**src/fast_corner_arc_response_defines.svh**
```systemverilog
// assertion macros for the corner response rtl
`ifndef FAST_CORNER_ARC_RESPONSE_DEFINES_SVH
`define FAST_CORNER_ARC_RESPONSE_DEFINES_SVH

// same-cycle implication, disabled while reset is low
`define FCAR_ASSERT_IMP(lbl, clk, rst_n, ante, cons, msg) \
    lbl: assert property (@(posedge clk) disable iff (!(rst_n)) (ante) |-> (cons)) \
        else $error(msg);

// next-cycle implication, disabled while reset is low
`define FCAR_ASSERT_NXT(lbl, clk, rst_n, ante, cons, msg) \
    lbl: assert property (@(posedge clk) disable iff (!(rst_n)) (ante) |=> (cons)) \
        else $error(msg);

`endif

```
**src/fcar_pkg.sv**
```systemverilog
// shared types, constants and helpers for the corner response block
package fcar_pkg;

    localparam int RING_SIZE   = 16;
    localparam int PIX_W       = 8;
    localparam int RESP_W      = 5;
    localparam int THR_W       = 8;
    localparam int ARC_W       = 5;
    localparam int CFG_DATA_W  = 8;
    localparam int LANE_IDX_W  = 4;
    localparam int GROUP_SIZE  = 4;
    localparam int NUM_GROUPS  = RING_SIZE / GROUP_SIZE;
    localparam int COMPASS_STEP = 4;

    localparam logic [THR_W-1:0] THR_RESET        = 8'd20;
    localparam logic [ARC_W-1:0] ARC_RESET        = 5'd12;
    localparam logic [ARC_W-1:0] PRECHECK_MIN_ARC = 5'd12;
    localparam logic [2:0]       PRECHECK_AGREE   = 3'd3;

    typedef enum logic [0:0] {
        CFG_DIFF_THRESHOLD = 1'b0,
        CFG_ARC_LENGTH     = 1'b1
    } t_cfg_idx;

    typedef logic [RESP_W-1:0] t_len;

    typedef struct packed {
        logic bright;
        logic dark;
    } t_class;

    // handshake-side control that travels with a stage-2 item into the merge
    typedef struct packed {
        logic valid;
        logic reject;
    } t_stage_ctl;

    function automatic t_len max4(input t_len a, input t_len b,
                                  input t_len c, input t_len d);
        t_len m_ab;
        t_len m_cd;
        m_ab = (a > b) ? a : b;
        m_cd = (c > d) ? c : d;
        return (m_ab > m_cd) ? m_ab : m_cd;
    endfunction

endpackage

```
**src/fcar_class_lane.sv**
```systemverilog
// one neighbour classifier: brighter, darker or similar against the centre bounds
module fcar_class_lane (
    input  logic [fcar_pkg::PIX_W-1:0] i_pixel,
    input  logic [fcar_pkg::PIX_W:0]   i_hi,
    input  logic signed [fcar_pkg::PIX_W+1:0] i_lo,
    output fcar_pkg::t_class           o_class
);

    logic signed [fcar_pkg::PIX_W+1:0] w_pix_s;

    assign w_pix_s = $signed({2'b00, i_pixel});

    always_comb begin
        o_class.bright = ({1'b0, i_pixel} > i_hi);
        o_class.dark   = (w_pix_s < i_lo);
    end

endmodule

```
**src/fcar_run_lane.sv**
```systemverilog
// run length starting at one ring position, going clockwise and wrapping
module fcar_run_lane #(
    parameter int LANE = 0
) (
    input  logic [fcar_pkg::RING_SIZE-1:0] i_bright,
    input  logic [fcar_pkg::RING_SIZE-1:0] i_dark,
    output fcar_pkg::t_len                 o_len
);

    localparam int N = fcar_pkg::RING_SIZE;

    logic [N-1:0]   w_mask;
    logic [2*N-1:0] w_dbl;
    logic [N-1:0]   w_rot;

    // a run starting here is of whichever class this position holds
    assign w_mask = i_bright[LANE] ? i_bright : i_dark;
    assign w_dbl  = {w_mask, w_mask};
    assign w_rot  = w_dbl[LANE +: N];

    // trailing ones; a full ring gives the ring size
    always_comb begin
        o_len = fcar_pkg::t_len'(N);
        for (int j = N - 1; j >= 0; j--) begin
            if (!w_rot[j]) begin
                o_len = fcar_pkg::t_len'(j);
            end
        end
    end

endmodule

```
**src/fcar_merge.sv**
```systemverilog
// two-level registered maximum over the lane run lengths, precheck gating, output register
`include "fast_corner_arc_response_defines.svh"

module fcar_merge (
    input  logic                  i_clk,
    input  logic                  i_rst_n,
    input  fcar_pkg::t_len        i_lane_len [fcar_pkg::RING_SIZE],
    input  fcar_pkg::t_stage_ctl  i_ctl,
    output logic                  o_ready,
    output logic                  o_valid,
    input  logic                  i_ready,
    output logic [fcar_pkg::RESP_W-1:0] o_response
);

    localparam int NG = fcar_pkg::NUM_GROUPS;
    localparam int GS = fcar_pkg::GROUP_SIZE;

    logic           r_v3;
    logic           r_s3_reject;
    fcar_pkg::t_len r_s3_max [NG];
    logic           r_v4;
    fcar_pkg::t_len r_resp;

    logic           w_en3;
    logic           w_en4;
    fcar_pkg::t_len n_s3_max [NG];
    fcar_pkg::t_len n_resp;

    assign w_en4   = !r_v4 || i_ready;
    assign w_en3   = !r_v3 || w_en4;
    assign o_ready = w_en3;
    assign o_valid = r_v4;
    assign o_response = r_resp;

    // first level: maximum within each group of four lanes
    always_comb begin
        for (int g = 0; g < NG; g++) begin
            n_s3_max[g] = fcar_pkg::max4(i_lane_len[g*GS], i_lane_len[g*GS+1],
                                         i_lane_len[g*GS+2], i_lane_len[g*GS+3]);
        end
    end

    // second level plus precheck reject
    always_comb begin
        n_resp = fcar_pkg::max4(r_s3_max[0], r_s3_max[1], r_s3_max[2], r_s3_max[3]);
        if (r_s3_reject) begin
            n_resp = '0;
        end
    end

    always_ff @(posedge i_clk) begin
        if (!i_rst_n) begin
            r_v3 <= 1'b0;
            r_v4 <= 1'b0;
        end else begin
            if (w_en3) begin
                r_v3 <= i_ctl.valid;
            end
            if (w_en4) begin
                r_v4 <= r_v3;
            end
        end
    end

    always_ff @(posedge i_clk) begin
        if (w_en3) begin
            r_s3_reject <= i_ctl.reject;
            r_s3_max    <= n_s3_max;
        end
        if (w_en4) begin
            r_resp <= n_resp;
        end
    end

    `FCAR_ASSERT_IMP(a_resp_range, i_clk, i_rst_n, o_valid,
        o_response <= fcar_pkg::RING_SIZE[fcar_pkg::RESP_W-1:0], "response beyond ring size")
    `FCAR_ASSERT_NXT(a_reject_zero, i_clk, i_rst_n, r_v3 && w_en4 && r_s3_reject,
        o_valid && (o_response == '0), "rejected candidate gave non-zero response")
    `FCAR_ASSERT_NXT(a_stage_move, i_clk, i_rst_n, r_v3 && w_en4,
        o_valid, "merge stage item lost on its way to the output")

endmodule

```
**src/fast_corner_arc_response.sv**
```systemverilog
// top level of the segment-test corner response pipeline
// One candidate pixel and its sixteen ring neighbours are taken per transfer,
// and one response per candidate leaves on the output channel in the same
// order. With the output side ready the block takes a new candidate every
// clock; there are four stage registers, the last of which drives output
// valid. Stage 1
// runs sixteen classifier lanes against the centre +/- threshold bounds and
// the compass precheck on neighbours 0, 4, 8 and 12 (enabled when the arc
// length register is 12 or more). Stage 2 runs sixteen run-length lanes, each
// finding the clockwise brighter or darker run starting at its own position
// with wrap-around. Stages 3 and 4 merge the lane results through a two-level
// maximum tree into the output register, forcing zero when the precheck
// failed. Each stage advances independently, so bubbles close up and a held
// output stalls only as far back as needed. Configuration writes take effect
// at once and should only be made while the pipeline is empty.
module fast_corner_arc_response (
    input  logic        i_clk,
    input  logic        i_rst_n,
    // input channel
    input  logic        i_valid,
    output logic        o_ready,
    input  logic [fcar_pkg::PIX_W-1:0]       i_centre_pixel,
    input  logic [fcar_pkg::RING_SIZE*4-1:0] i_ring_first_half,
    input  logic [fcar_pkg::RING_SIZE*4-1:0] i_ring_second_half,
    // output channel
    output logic        o_valid,
    input  logic        i_ready,
    output logic [fcar_pkg::RESP_W-1:0]      o_response,
    // configuration write port
    input  logic        i_cfg_we,
    input  logic [0:0]  i_cfg_index,
    input  logic [fcar_pkg::CFG_DATA_W-1:0]  i_cfg_wdata
);

    localparam int N  = fcar_pkg::RING_SIZE;
    localparam int PW = fcar_pkg::PIX_W;

    // configuration registers
    logic [fcar_pkg::THR_W-1:0] r_diff_threshold;
    logic [fcar_pkg::ARC_W-1:0] r_arc_length;

    // stage 1: class bits and precheck verdict
    logic         r_v1;
    logic [N-1:0] r_s1_bright;
    logic [N-1:0] r_s1_dark;
    logic         r_s1_reject;

    // stage 2: per-lane run lengths
    logic           r_v2;
    fcar_pkg::t_len r_s2_len [N];
    logic           r_s2_reject;

    logic [N*PW-1:0]     w_ring;
    logic [PW:0]         w_hi;
    logic signed [PW+1:0] w_lo;
    fcar_pkg::t_class    w_class [N];
    logic [N-1:0]        n_s1_bright;
    logic [N-1:0]        n_s1_dark;
    logic [2:0]          w_nb;
    logic [2:0]          w_nd;
    logic                n_s1_reject;
    fcar_pkg::t_len      w_lane_len [N];
    logic                w_en1;
    logic                w_en2;
    logic                w_merge_ready;
    fcar_pkg::t_stage_ctl w_s2_ctl;

    // ---------------------------------------------------------------------
    // configuration
    // ---------------------------------------------------------------------
    always_ff @(posedge i_clk) begin
        if (!i_rst_n) begin
            r_diff_threshold <= fcar_pkg::THR_RESET;
            r_arc_length     <= fcar_pkg::ARC_RESET;
        end else if (i_cfg_we) begin
            unique case (fcar_pkg::t_cfg_idx'(i_cfg_index))
                fcar_pkg::CFG_DIFF_THRESHOLD: r_diff_threshold <= i_cfg_wdata;
                fcar_pkg::CFG_ARC_LENGTH:
                    r_arc_length <= i_cfg_wdata[fcar_pkg::ARC_W-1:0];
                default: ;
            endcase
        end
    end

    // ---------------------------------------------------------------------
    // stage advance: each stage moves when empty or when the next one moves
    // ---------------------------------------------------------------------
    assign w_en2   = !r_v2 || w_merge_ready;
    assign w_en1   = !r_v1 || w_en2;
    assign o_ready = w_en1;

    // ---------------------------------------------------------------------
    // stage 1: classifier lanes
    // ---------------------------------------------------------------------
    assign w_ring = {i_ring_second_half, i_ring_first_half};

    // upper bound never wraps; lower bound may go negative, leaving darker empty
    assign w_hi = {1'b0, i_centre_pixel} + {1'b0, r_diff_threshold};
    assign w_lo = $signed({2'b00, i_centre_pixel}) - $signed({2'b00, r_diff_threshold});

    for (genvar k = 0; k < N; k++) begin : g_class
        fcar_class_lane u_class (
            .i_pixel (w_ring[k*PW +: PW]),
            .i_hi    (w_hi),
            .i_lo    (w_lo),
            .o_class (w_class[k])
        );
        assign n_s1_bright[k] = w_class[k].bright;
        assign n_s1_dark[k]   = w_class[k].dark;
    end

    // compass precheck: three of the four compass points must agree
    always_comb begin
        w_nb = '0;
        w_nd = '0;
        for (int c = 0; c < N; c += fcar_pkg::COMPASS_STEP) begin
            w_nb = w_nb + {2'b00, n_s1_bright[c]};
            w_nd = w_nd + {2'b00, n_s1_dark[c]};
        end
        n_s1_reject = (r_arc_length >= fcar_pkg::PRECHECK_MIN_ARC)
                   && (w_nb < fcar_pkg::PRECHECK_AGREE)
                   && (w_nd < fcar_pkg::PRECHECK_AGREE);
    end

    // ---------------------------------------------------------------------
    // stage 2: run-length lanes
    // ---------------------------------------------------------------------
    for (genvar k = 0; k < N; k++) begin : g_run
        fcar_run_lane #(
            .LANE (k)
        ) u_run (
            .i_bright (r_s1_bright),
            .i_dark   (r_s1_dark),
            .o_len    (w_lane_len[k])
        );
    end

    // ---------------------------------------------------------------------
    // stage registers
    // ---------------------------------------------------------------------
    always_ff @(posedge i_clk) begin
        if (!i_rst_n) begin
            r_v1 <= 1'b0;
            r_v2 <= 1'b0;
        end else begin
            if (w_en1) begin
                r_v1 <= i_valid;
            end
            if (w_en2) begin
                r_v2 <= r_v1;
            end
        end
    end

    always_ff @(posedge i_clk) begin
        if (w_en1) begin
            r_s1_bright <= n_s1_bright;
            r_s1_dark   <= n_s1_dark;
            r_s1_reject <= n_s1_reject;
        end
        if (w_en2) begin
            r_s2_len    <= w_lane_len;
            r_s2_reject <= r_s1_reject;
        end
    end

    // ---------------------------------------------------------------------
    // stages 3 and 4: maximum tree and output register
    // ---------------------------------------------------------------------
    always_comb begin
        w_s2_ctl.valid  = r_v2;
        w_s2_ctl.reject = r_s2_reject;
    end

    fcar_merge u_merge (
        .i_clk      (i_clk),
        .i_rst_n    (i_rst_n),
        .i_lane_len (r_s2_len),
        .i_ctl      (w_s2_ctl),
        .o_ready    (w_merge_ready),
        .o_valid    (o_valid),
        .i_ready    (i_ready),
        .o_response (o_response)
    );

endmodule
```
**config.mk**
```make
export PLATFORM = sky130hd
export DESIGN_NAME = fast_corner_arc_response
export DESIGN_NICKNAME = d
export VERILOG_FILES = /design/src/fcar_pkg.sv /design/src/fcar_class_lane.sv /design/src/fcar_run_lane.sv /design/src/fcar_merge.sv /design/src/fast_corner_arc_response.sv
export VERILOG_INCLUDE_DIRS = /design/src /design/src/src
export SDC_FILE = /design/constraint.sdc
export NUM_CORES = 1
export LEC_CHECK = 0
export BUFFER_PORTS_ARGS = -buffer_cell sky130_fd_sc_hd__buf_2
export CAP_MARGIN = 20
export CELL_PAD_IN_SITES_DETAIL_PLACEMENT = 0
export CELL_PAD_IN_SITES_GLOBAL_PLACEMENT = 1
export CORE_ASPECT_RATIO = 1.75
export CORE_MARGIN = 3
export CORE_UTILIZATION = 43
export DETAILED_ROUTE_END_ITERATION = 10
export PLACE_DENSITY_LB_ADDON = 0.1
export SKIP_CTS_REPAIR_TIMING = 1
export SYNTH_ARGS = -nofsm -noshare
export SYNTH_HDL_FRONTEND = slang
export SYNTH_HIERARCHICAL = 1
export SYNTH_SLANG_ARGS = --single-unit
```
**constraint.sdc**
```tcl
create_clock -name i_clk -period 5.7 [get_ports i_clk]
set_input_delay 0.285 -clock i_clk [delete_from_list [all_inputs] [get_ports i_clk]]
set_output_delay 0.285 -clock i_clk [all_outputs]
set_load 0.01 [all_outputs]
```
==> flow_metrics.env <==
export IMPL_synthMuxAreaShare_pct=3.19
export IMPL_cts_tree="built"
export IMPL_slew_viol_final=0
export IMPL_die_y_um=303
export IMPL_synth_edf_count=140
export IMPL_rows=108
export IMPL_rsz0062_at_grt="false"
export IMPL_nNetsFinal=3265
export IMPL_synth_seq_cells=155
export IMPL_holdWs_ns=0.0457
export IMPL_grt_max_degree=61
export IMPL_synth_area_top_cells="edfxtp_1, ha_1, inv_1, nand2_1, mux2i_1"
export IMPL_die_x_um=176
export IMPL_synth_main_ff_cell="edfxtp_1"
export IMPL_max_freq_ghz=0.209
export IMPL_yosysSeqAreaShare_pct=20.8
export IMPL_synthArstFlopShare_pct=0
export IMPL_end_kind="flop"
export IMPL_area_delta_synth_final_pct=11.0
export IMPL_gp_congestion=0.883
export IMPL_coreArea_um2=49700
export IMPL_synth_top_family_by_area="simple AND/OR/NAND/NOR gates"
export IMPL_synth_area_um2=21700
export IMPL_syn_inst=2581
export IMPL_dp_final_hpwl_um=51200
export IMPL_finalSetupTns_ns=0
export IMPL_htree_levels=4
export IMPL_ant_nets=0
export IMPL_final_cell_mix="inv_1, ha_1, nand2_1"
export IMPL_final_common_cell="inv_1"
export IMPL_arrival_ns=5.07
export IMPL_final_setup_viol_count=0
export IMPL_vdd_ir_drop_worst_uv=259
export IMPL_min_period_over_period_pct=84.1
export IMPL_syn_avg_cell_area_um2=8.39
export IMPL_worstMarginPinSlew_ns=1.03
export IMPL_synth_xor_area_share_pct=0.283
export IMPL_via_per_inst=5.90
export IMPL_startpoint_type="flop"
export IMPL_clk_path_buf_depth=2
export IMPL_slew_headroom_pct=31.7
export IMPL_yosysUniqueCellTypes=68
export IMPL_numPortBuffers=156
export IMPL_vias=20400
export IMPL_crit_type="reg -> reg"
export IMPL_clock_root_buffer="clkbuf_16"
export IMPL_crit_fanout=16
export IMPL_grt_pass1_vias=20800
export IMPL_antenna_found_initial=4
export IMPL_fill_cells=4946
export IMPL_synth_top_area_share_pct=19.4
export IMPL_worstSkewPairLatency_ns=0.47
export IMPL_outcome="complete, no violations"
export IMPL_hp_class="in -> reg"
export IMPL_finClkSkew_ns=0.0223
export IMPL_grt_pass1_wl_um=113000
export IMPL_synth_nets=3070
export IMPL_drt_iter0_markers=1188
export IMPL_grt_remaining_overflow=0
export IMPL_path_clk_slew_ns=0.08
export IMPL_finalHoldViolCount=0
export IMPL_drt_total_wl_um=71700
export IMPL_cts_sinks=155
export IMPL_ios=157
export IMPL_synthSimpleGateAreaFrac_pct=24.4
export IMPL_wl_per_cell_um=20.8
export IMPL_period_minus_slack_ns=4.79
export IMPL_grt_use_total_pct=26.9
export IMPL_drc_errors=0
export IMPL_drive_above_1_share_pct=15.1
export IMPL_cts_buffers=17
export IMPL_dieArea_um2=53200
export IMPL_fin_cells=3452
export IMPL_p_leak_nw=11.2
export IMPL_cp_required_ns=5.98
export IMPL_power_density_nw_per_um2=395
export IMPL_firstDrtPassIters=6
export IMPL_synth_warnings=6
export IMPL_dpl_cell_count=3417
export IMPL_start_util_pct=43.6
export IMPL_synth_fa_ha_area_share_pct=19.7
export IMPL_max_cap_violations=0
export IMPL_synth_top_area_cell="edfxtp_1"
export IMPL_synth_compound_gate_area_share_pct=22.8
flip-flops by register name, summed over array words and instances (netlist names), 3 cells and up:
name,flops
r_arc_length,3
u_merge/r_s3_max,20
r_s1_bright,16
r_diff_threshold,8
r_s1_dark,16
r_s2_len,80
u_merge/o_response,5
metal layers:
metal  track usage, %  up-vias  routed length [µm]
li1                 -     9856                   -
met3             3.22      183                3380
met2             50.5      605               37500
met1             29.5     9725               27400
met5                0        -                  21
met4             13.6        4                3430
logic make-up after synthesis:
group | count (synthesis)
adders and majority gates | 339
and+or+nand+nor | 892
DFF | 155
xor gates and xnor gates | 7
muxes | 69
buffers and inverters | 456
AOI/OAI and AO/OA | 663
report_power, final:
part           internal [W]  switching, W  total (W)
Sequential          0.00161      0.000208    0.00182
Combinational       0.00246       0.00406    0.00653
Clock              0.000608      0.000545    0.00115
Total               0.00468       0.00482    0.00950
area by class of cell:
class	instances	area [µm²]	share of cell area (%)
Antenna cell	3	7.51	0.0312
Clock buffer	18	450	1.87
Clock inverter	14	143	0.593
Inverter	415	1560	6.48
Multi-Input combinational cell	1970	15300	63.7
Sequential cell	155	4500	18.7
Tap cell	660	826	3.43
Timing Repair Buffer	217	1240	5.15
path summary, 6_finish.rpt:
kind	startpoint	to	slack (ns)	cells after the start
max	r_diff_threshold[1]$_SDFFE_PN0P_	r_s1_reject$_DFFE_PP_	0.91	20
min	i_cfg_wdata[5]	r_diff_threshold[5]$_SDFFE_PN0P_	0.05	3
max reg2reg	r_diff_threshold[1]$_SDFFE_PN0P_	r_s1_reject$_DFFE_PP_	0.91	20
min reg2reg	r_s1_reject$_DFFE_PP_	r_s2_reject$_DFFE_PP_	0.47	0
Yosys cell counts (35+ instances only):
cell type	number
nor2b_1	42
o21ai_0	77
nor2_1	110
o21ai_1	67
a21oi_1	134
inv_1	414
nand2b_1	91
nand2_1	205
nand3_1	127
edfxtp_1	140
a211oi_2	49
a211oi_1	53
a31oi_1	35
nand3b_1	64
ha_1	335
mux2i_1	69
o211ai_1	35
nand4_1	40
critical path, stage by stage (launching register included):
cell	delay (ns)
dfxtp_1	0.44
inv_1	0.07
ha_1	0.29
nand2b_1	0.18
a221oi_2	0.38
nand2_1	0.12
a221oi_2	0.25
buf_4	0.27
inv_1	0.08
ha_1	0.30
and4b_1	0.22
nand4_1	0.09
o21ai_1	0.06
a21oi_1	0.23
inv_1	0.09
fa_1	0.50
inv_1	0.04
ha_1	0.17
ha_1	0.27
a211o_1	0.30
a211oi_1	0.24
metrics by stage:
| step | setup WS, ns | cell area (µm²) | utilization, % | total power [W] |
|---|---|---|---|---|
| after CTS | 0.856 | 24000 | 48.4 | 0.00953 |
| after floorplan | 0.134 | 21700 | - | 0.00654 |
| after global placement | 0.965 | 23500 | 47.2 | 0.00819 |
| after detailed placement | 0.893 | 23500 | 47.2 | 0.00833 |
| final | 0.907 | 24100 | 48.4 | 0.00950 |
| after global routing | 0.557 | 24000 | 48.4 | 0.0103 |
(Power assumes the default switching activity.)
